`config.mk`:
```
export PLATFORM = sky130hd
export DESIGN_NAME = sfvg_ctrl
export DESIGN_NICKNAME = d
export VERILOG_FILES = /design/src/rtl/core/sfvg_pkg.sv /design/src/rtl/core/sfvg_ctrl.sv
export SDC_FILE = /design/constraint.sdc
export NUM_CORES = 1
export LEC_CHECK = 0
export ABC_AREA = 1
export BUFFER_PORTS_ARGS = -buffer_cell sky130_fd_sc_hd__buf_4
export CAP_MARGIN = 10
export CORE_ASPECT_RATIO = 1.1
export CORE_MARGIN = 2
export CORE_UTILIZATION = 53
export DETAILED_ROUTE_END_ITERATION = 10
export PLACE_DENSITY = 0.84
export SYNTH_ARGS = -nofsm -noshare
export SYNTH_HDL_FRONTEND = slang
export SYNTH_SLANG_ARGS = --single-unit
```
`constraint.sdc`:
```
create_clock -name clk -period 2.7 [get_ports clk]
set_clock_uncertainty 0.2 [all_clocks]
set_input_delay 0.54 -clock clk [delete_from_list [all_inputs] [get_ports clk]]
set_output_delay 0.54 -clock clk [all_outputs]
set_load 0.005 [all_outputs]
```
`src/rtl/core/sfvg_pkg.sv`:
```
// Package for the stroke font vector generator: widths, codes, Q16.16 helpers.
// Used by every module in rtl/core.
package sfvg_pkg;
	localparam int STROKE_WORDS_DEF  = 1024;
	localparam int CHAR_CODES_DEF    = 256;
	localparam int MAX_GLYPH_OPS_DEF = 30;

	localparam logic [2:0] OP_LOAD_WORD  = 3'd0;
	localparam logic [2:0] OP_LOAD_GLYPH = 3'd1;
	localparam logic [2:0] OP_SET_PEN    = 3'd2;
	localparam logic [2:0] OP_DRAW       = 3'd3;
	localparam logic [2:0] OP_INDENT     = 3'd4;

	localparam logic [1:0] KIND_BEGIN = 2'd0;
	localparam logic [1:0] KIND_VERT  = 2'd1;
	localparam logic [1:0] KIND_END   = 2'd2;
	localparam logic [1:0] KIND_DONE  = 2'd3;

	localparam logic [2:0] REG_SCALE_X = 3'd0;
	localparam logic [2:0] REG_SCALE_Y = 3'd1;

	// multiplier operand select
	typedef enum logic [2:0] {
		MS_ADV_SX, MS_AX_DIR, MS_X_SX, MS_Y_SY, MS_MAT_PX, MS_MAT_PY, MS_MAT_AX
	} msel_t;

	// accumulator action on the registered product
	typedef enum logic [2:0] {
		AC_NONE, AC_AX, AC_PX, AC_PY, AC_CLR_PEN, AC_ADD, AC_SAT_V, AC_SAT_PEN
	} acc_t;

	typedef struct packed {
		logic         mem_rd;     // read stroke word at walk address
		logic         addr_load;  // walk address from glyph offset
		logic         addr_inc;
		logic         latch_x;
		logic         latch_y;
		logic         latch_op;
		logic         mul_go;
		msel_t        msel;
		logic [1:0]   row;
		acc_t         acc;
		logic         pen_wr;     // write accumulated coordinate to pen[row]
		logic         ax_dir;     // set with AC_AX in ADVDR; sfvg_datapath does not read it
	} cmd_t;

	typedef struct packed {
		logic is_move;
		logic is_draw;
	} sts_t;

	function automatic logic signed [31:0] sat32(input logic signed [65:0] v);
		if (v > 66'sd2147483647) return 32'sh7fffffff;
		if (v < -66'sd2147483648) return 32'sh80000000;
		return v[31:0];
	endfunction

	// round to nearest, ties up: floor((p + 2^15) / 2^16)
	function automatic logic signed [48:0] qrnd(input logic signed [63:0] p);
		logic signed [64:0] t;
		t = {p[63], p} + 65'sd32768;
		return t[64:16];
	endfunction
endpackage

```
`src/rtl/core/sfvg_ctrl.sv`:
```
// Controller: sequences loads, stroke walk, transform and pen advance,
// and drives the output register. Depends on sfvg_pkg.
module sfvg_ctrl import sfvg_pkg::*; #(
	parameter int MAX_GLYPH_OPS = MAX_GLYPH_OPS_DEF
) (
	input  logic               clk,
	input  logic               arst_n,
	input  logic               s_tvalid,
	output logic               s_tready,
	input  logic [2:0]         op,
	input  sts_t               sts,
	input  logic               present,
	input  logic signed [31:0] acc_out,
	input  logic signed [31:0] pen_in [3],
	output cmd_t               cmd,
	output logic               m_tvalid,
	input  logic               m_tready,
	output logic [1:0]         kind,
	output logic signed [31:0] vx,
	output logic signed [31:0] vy,
	output logic signed [31:0] vz,
	output logic               m_last,
	output logic               ovf
);
	typedef enum logic [4:0] {
		IDLE, LOOK, ADVM, ADVR, ADVD, ADVDR, RD_OP, LT_OP, DECIDE, RD_X, LT_X,
		RD_Y, LT_Y, MX, MXR, MY, MYR, ROW0, RM1, RM2, RM3, RSAT, EMIT, EMIT_END,
		PA0, PA1, PA2, PA3, ENDS, DONE, WAIT
	} state_t;

	localparam int CNTW = $clog2(MAX_GLYPH_OPS + 1);

	state_t          state_q;
	logic [CNTW-1:0] cnt_q;
	logic            strip_q, move_q, isdraw_q, ovf_q;
	logic [1:0]      row_q;
	logic signed [31:0] v_q [3];
	logic            cons;
	logic            out_load;

	assign s_tready = (state_q == IDLE);
	assign cons = !m_tvalid || m_tready;
	assign out_load = cons && (state_q == EMIT_END || state_q == ENDS || state_q == DONE ||
		(state_q == EMIT && (move_q || strip_q)));

	always_comb begin
		cmd = '0;
		cmd.row = row_q;
		unique case (state_q)
			LOOK:  ;
			ADVM:  begin cmd.msel = MS_ADV_SX; cmd.mul_go = 1'b1; end
			ADVR:  cmd.acc = AC_AX;
			ADVD:  begin cmd.msel = MS_AX_DIR; cmd.mul_go = 1'b1; end
			ADVDR: begin cmd.acc = AC_AX; cmd.ax_dir = 1'b1; cmd.addr_load = 1'b1; end
			RD_OP: begin cmd.mem_rd = 1'b1; cmd.addr_inc = 1'b1; end
			LT_OP: cmd.latch_op = 1'b1;
			RD_X:  begin cmd.mem_rd = 1'b1; cmd.addr_inc = 1'b1; end
			LT_X:  cmd.latch_x = 1'b1;
			RD_Y:  begin cmd.mem_rd = 1'b1; cmd.addr_inc = 1'b1; end
			LT_Y:  cmd.latch_y = 1'b1;
			MX:    begin cmd.msel = MS_X_SX; cmd.mul_go = 1'b1; end
			MXR:   cmd.acc = AC_PX;
			MY:    begin cmd.msel = MS_Y_SY; cmd.mul_go = 1'b1; end
			MYR:   cmd.acc = AC_PY;
			ROW0:  begin cmd.acc = AC_CLR_PEN; cmd.msel = MS_MAT_PX; cmd.mul_go = 1'b1; end
			RM1:   begin cmd.acc = AC_ADD; cmd.msel = MS_MAT_PY; cmd.mul_go = 1'b1; end
			RM2:   cmd.acc = AC_ADD;
			RM3:   cmd.acc = AC_SAT_V;
			PA0:   begin cmd.acc = AC_CLR_PEN; cmd.msel = MS_MAT_AX; cmd.mul_go = 1'b1; end
			PA1:   cmd.acc = AC_SAT_PEN;
			PA2:   cmd.pen_wr = 1'b1;
			default: ;
		endcase
	end

	always_ff @(posedge clk or negedge arst_n) begin
		if (!arst_n) begin
			state_q <= IDLE;
			m_tvalid <= 1'b0;
			cnt_q <= '0;
			strip_q <= 1'b0;
			row_q <= '0;
			isdraw_q <= 1'b0;
			move_q <= 1'b0;
			ovf_q <= 1'b0;
			ovf <= 1'b0;
			kind <= KIND_DONE;
			m_last <= 1'b0;
			vx <= '0; vy <= '0; vz <= '0;
			v_q <= '{32'sd0, 32'sd0, 32'sd0};
		end else begin
			if (out_load) m_tvalid <= 1'b1;
			else if (m_tready) m_tvalid <= 1'b0;
			unique case (state_q)
				IDLE: if (s_tvalid) begin
					cnt_q <= '0;
					strip_q <= 1'b0;
					ovf_q <= 1'b0;
					isdraw_q <= (op == OP_DRAW);
					if (op == OP_DRAW || op == OP_INDENT) state_q <= LOOK;
				end
				LOOK: state_q <= present ? ADVM : DONE;
				ADVM: state_q <= ADVR;
				ADVR: state_q <= isdraw_q ? ADVDR : ADVD;
				ADVD: state_q <= ADVDR;
				ADVDR: begin
					row_q <= '0;
					state_q <= isdraw_q ? RD_OP : PA0;
				end
				RD_OP: state_q <= LT_OP;
				LT_OP: state_q <= DECIDE;
				DECIDE: begin
					move_q <= sts.is_move;
					if (!sts.is_move && !sts.is_draw) begin
						row_q <= '0; state_q <= PA0;
					end else if (cnt_q >= CNTW'(MAX_GLYPH_OPS)) begin
						ovf_q <= 1'b1; row_q <= '0; state_q <= PA0;
					end else begin
						cnt_q <= cnt_q + 1'b1; state_q <= RD_X;
					end
				end
				RD_X: state_q <= LT_X;
				LT_X: state_q <= RD_Y;
				RD_Y: state_q <= LT_Y;
				LT_Y: state_q <= MX;
				MX: state_q <= MXR;
				MXR: state_q <= MY;
				MY: state_q <= MYR;
				MYR: begin row_q <= '0; state_q <= ROW0; end
				ROW0: state_q <= RM1;
				RM1: state_q <= RM2;
				RM2: state_q <= RM3;
				RM3: state_q <= RSAT;
				RSAT: begin
					v_q[row_q] <= acc_out;
					if (row_q == 2'd2) state_q <= (move_q && strip_q) ? EMIT_END : EMIT;
					else begin row_q <= row_q + 1'b1; state_q <= ROW0; end
				end
				EMIT_END: if (cons) begin
					kind <= KIND_END; m_last <= 1'b0; ovf <= 1'b0;
					vx <= '0; vy <= '0; vz <= '0; state_q <= EMIT;
				end
				EMIT: if (move_q || strip_q) begin
					if (cons) begin
						kind <= move_q ? KIND_BEGIN : KIND_VERT; ovf <= 1'b0;
						m_last <= 1'b0; vx <= v_q[0]; vy <= v_q[1]; vz <= v_q[2];
						strip_q <= 1'b1; state_q <= RD_OP;
					end
				end else state_q <= RD_OP;
				PA0: state_q <= PA1;
				PA1: state_q <= PA2;
				PA2: begin
					if (row_q == 2'd2) state_q <= strip_q ? ENDS : DONE;
					else begin row_q <= row_q + 1'b1; state_q <= PA0; end
				end
				ENDS: if (cons) begin
					kind <= KIND_END; m_last <= 1'b0; ovf <= 1'b0;
					vx <= '0; vy <= '0; vz <= '0; state_q <= DONE;
				end
				DONE: if (cons) begin
					kind <= KIND_DONE; m_last <= 1'b1; ovf <= ovf_q;
					vx <= pen_in[0]; vy <= pen_in[1]; vz <= pen_in[2];
					state_q <= WAIT;
				end
				WAIT: state_q <= IDLE;
				default: state_q <= IDLE;
			endcase
		end
	end
endmodule

```
# Yosys cells after proc, flatten, opt, wreduce, memory -nomap -nowiden
# Cells that the tools add are included.
# word_totals
word_cells	174
regBits	213
inputBits	138
# op_classes
eq_ne	45
order_cmp	3
bitwise_logic	1
muxes	71
n_reduce_logical	35
n_addsub	2
# ops
op	count
$mux W32	11
$pmux W32 S3	3
$pmux W5 S29	1
$bwmux W96	1
$mux W5	14
$eq A5 B5 Y1 const B	13
$demux W32 S2	1
$eq A5 B4 Y1 const B	8
$pmux W4 S7	1
$mux W1	22
$pmux W3 S7	1
$eq A5 B3 Y1 const B	4
$ne A2 B2 Y1 const B	9
$mux W2	7
$pmux W2 S3	2
$reduce_and A4 Y1	3
$reduce_or A2 Y1	6
$eq A5 B2 Y1 const B	2
$pmux W5 S2	1
$logic_or A1 B1 Y1	6
$mux W3	2
$ne A2 B1 Y1 const B	3
$ne A3 B3 Y1 const B	2
$pmux W1 S3	2
21 further kinds	32

# Depth between registers and ports, before layout
# depth
ltp_word	6
depth_mapped	13

# Worst setup path before layout
# Ideal clock, no wire load.
# synth_path
kind	reg2out
start	reg state_q[4]
end	out cmd[2] (netlist name)
required_ns	1.960
stages_incl_launch_ff	8
arrival_time_ns	1.202
path_slack_ns	0.758
path_buffers	2
path_cell_list	dfrtp_1 > buf_2 > inv_1 > buf_2 > nand2_1 > nor2_1 > a21oi_1 > o2111ai_1
# synth_rtl
element	line_no	text
from (decl)	sfvg_ctrl.sv:33	state_t state_q;
from (signal assigned)	sfvg_ctrl.sv:102	LOOK: state_q <= present ? ADVM : DONE;
from (signal assigned)	sfvg_ctrl.sv:104	ADVR: state_q <= isdraw_q ? ADVDR : ADVD;
from (signal assigned)	sfvg_ctrl.sv:108	state_q <= isdraw_q ? RD_OP : PA0;
to (decl)	sfvg_ctrl.sv:15	output cmd_t cmd,

==> impl_metrics.json <==
{
  "place_hpwl_mm": 18.0,
  "max-clock-path-buffers": 3,
  "wl_per_cell_um": 16.5,
  "dieArea_um2": 19500,
  "io_buffers": 256,
  "cts_inserted_buffers": 22,
  "hold_viol": 0,
  "synthToLayoutAreaGrowth_pct": 29.9,
  "track_usage_pct": 27.4,
  "synthCells": 1124,
  "drt_iter0_drc": 509,
  "vias": 8661,
  "grt_max_degree": 98,
  "h-tree-depth": 1,
  "drt-vias-per-instance": 5.34,
  "wl_mm": 26.8,
  "ys_seq_area_share_pct": 54.6,
  "fmax_mhz": 376,
  "syn-num-nets": 1267,
  "cts_tree": "built",
  "drive_gt1_share_pct": 25.7,
  "die_y_um": 146,
  "ios": 257,
  "initial_core_util_pct": 53.6,
  "worstMarginPinSlew_ns": 0.840,
  "synth.area.top_cells": "dfrtp_1 54%, nand2_1 14%, a21boi_0 7.4%",
  "first_pass_iters": 5,
  "critPathRequiredTime_ns": 1.96,
  "end_kind": "output pin",
  "clk_latency_ns": 0.51,
  "finalCritPeriodShare_pct": 98.4,
  "ys_warn_count": 0,
  "nets": 1506,
  "grt_pass1_vias": 8463,
  "ir_drop_mv": 0.517,
  "cts_root_buffer": "clkbuf_16",
  "netlist_area_um2": 9760,
  "antenna_found_initial": 1,
  "critical_path.max_fanout": 6,
  "die_w_um": 133,
  "grt_pass1_wl_mm": 43.4,
  "maxSlewHeadroom_pct": 44.0,
  "arrival_ns": 1.92,
  "path_clk_slew_ns": 0.07,
  "yosysUniqueCellTypes": 38,
  "place_congestion": 0.909,
  "synth_seq_cells": 213,
  "drtAntennaViolNets": 0,
  "syn_area_per_cell_um2": 8.68,
  "dp.cells": 1577,
  "slew_viol_final": 0,
  "setup_viol": 0,
  "p_leak_nw": 6.59,
  "synth_top_area_cell": "dfrtp_1",
  "cap_violations": 0,
  "status": "finished clean",
  "final_cells": 1623,
  "drc": 0,
  "core.rowCount": 52,
  "hp-class": "in -> reg",
  "core_area_um2": 18200,
  "cts.sinks": 213,
  "min_period_ns": 2.66,
  "fillCellCount": 1430,
  "overflow": 0,
  "total_power_mw": 12.9,
  "rsz0062_at_grt": "true",
  "critPathLaunchType": "flop",
  "worstSetupPathType": "reg -> out",
  "holdWs_ns": 0.0542,
  "power_density_nw_per_um2": 1020,
  "synth_top_area_share_pct": 54.1
}
## final timing paths
| path | from | endpoint | slack (ns) | cells after the start |
|---|---|---|---|---|
| max in group asynchronous | arst_n | vz[8]$_DFFE_PN0P_ | 1.21 | 3 |
| min in group asynchronous | arst_n | vz[17]$_DFFE_PN0P_ | 0.38 | 2 |
| hold / removal | sts[1] | move_q$_DFFE_PN0P_ | 0.05 | 3 |
| setup reg to reg | state_q[1]$_DFFE_PN0P_ | vz[25]$_DFFE_PN0P_ | 0.26 | 9 |
| setup / recovery | state_q[4]$_DFFE_PN0P_ | cmd[2] | 0.04 | 6 |
| hold reg to reg | v_q[87]$_DFFE_PN0P_ | v_q[87]$_DFFE_PN0P_ | 0.28 | 2 |
## per-stage QoR
stage          area [um^2]  setup TNS (ns)  setup WS [ns]  utilization, %
2_1_floorplan         9760               0          0.758               -
3_3_place_gp         11800               0          0.207            65.0
3_5_place_dp         11800               0         0.0772            65.0
4_1_cts              12600         -0.0123        -0.0123            69.4
5_1_grt              12700         -0.0102        -0.0102            69.6
6_report             12700               0         0.0434            69.6
## state kept, by name, indices dropped and copies added (netlist names)
| name | cells |
|---|---|
| m_last | 1 |
| move_q | 1 |
| ovf | 1 |
| state_q | 5 |
| cnt_q | 5 |
| ovf_q | 1 |
| kind | 2 |
| v_q | 96 |
| strip_q | 1 |
| vx | 32 |
| isdraw_q | 1 |
| vz | 32 |
| row_q | 2 |
| m_tvalid | 1 |
| vy | 32 |
## cells in the final DEF, fill, tap and decap left out, types with 7 or more instances in the layout
master / synthesis / layout
nand2_1: 374 / 369
buf_4: 4 / 275
dfrtp_1: 211 / 208
o21ai_1: 114 / 114
a21boi_0: 96 / 96
o21ai_0: 83 / 83
inv_1: 57 / 57
nand3_1: 35 / 35
nor2_1: 31 / 29
clkbuf_16: 0 / 22
a21oi_1: 7 / 7
nand4_1: 7 / 7
## logic make-up (layout without fill, tap and decap cells)
group / count (synthesis) / in the layout / share of synthesized area (%)
and+or+nand+nor: 465 / 465 / 19.7
AOI/OAI and AO/OA: 307 / 307 / 18.4
DFF: 213 / 213 / 54.6
buffers and inverters: 133 / 388 / 6.47
adders and majority gates: 5 / 5 / 0.641
xor gates and xnor gates: 1 / 1 / 0.0898
other: 0 / 1 / 0
## cells in the mapped netlist
master / instances
nand2_1: 374
dfrtp_1: 211
o21ai_1: 114
a21boi_0: 96
o21ai_0: 83
inv_1: 57
clkbuf_1: 41
nand3_1: 35
nor2_1: 31
buf_6: 12
buf_2: 9
a21oi_1: 7
nand4_1: 7
ha_1: 5
inv_2: 5
buf_4: 4
nor2_8: 3
nor3_1: 3
o21ai_2: 3
dfstp_2: 2
inv_4: 2
nand2_2: 2
nand3_2: 2
nor2_4: 2
a21boi_1: 1
and2_1: 1
and3_1: 1
buf_1: 1
buf_8: 1
clkinv_1: 1
nand2_4: 1
nand3_4: 1
nand3b_1: 1
nor2_2: 1
o2111ai_1: 1
o211ai_1: 1
o21a_1: 1
xor2_1: 1
## report_power, final
group	switching, mW	total, mW	internal [mW]
Combinational	2.32	4.53	2.21
Sequential	0.796	5.23	4.44
Clock	1.32	3.17	1.85
## cell type report
cell class	count	area, um^2	share of cell area (%)
clock buffers	24	568	4.48
well taps	243	304	2.40
flip-flops and latches	213	5340	42.1
inverters	65	249	1.96
multi-input cells	778	3820	30.1
diodes	1	2.50	0.0197
repair buffers	283	2200	17.4
clock inverters	16	199	1.57
## worst max-delay path, stage by stage (launching register included)
cell       delay, ns
dfrtp_1         0.44
inv_1           0.15
nand2_1         0.16
nor2_2          0.08
a21oi_1         0.25
o2111ai_1       0.17
buf_4           0.17
## repair_timing
item | in CTS | in global routing
buffers inserted | 3 | 1
pin swaps | 0 | 1
hold buffers | 1 | 0
endpoints found under the hold margin | 60 | 0
endpoints found under the setup margin | 5 | 7
resized for setup | 3 | 5
## routing by layer
layer	wire [um]	GRT usage (%)
met4	741	8.83
met3	1700	4.58
met5	0	0
met2	13500	46.8
met1	10800	35.9
(Power assumes the default switching activity.)
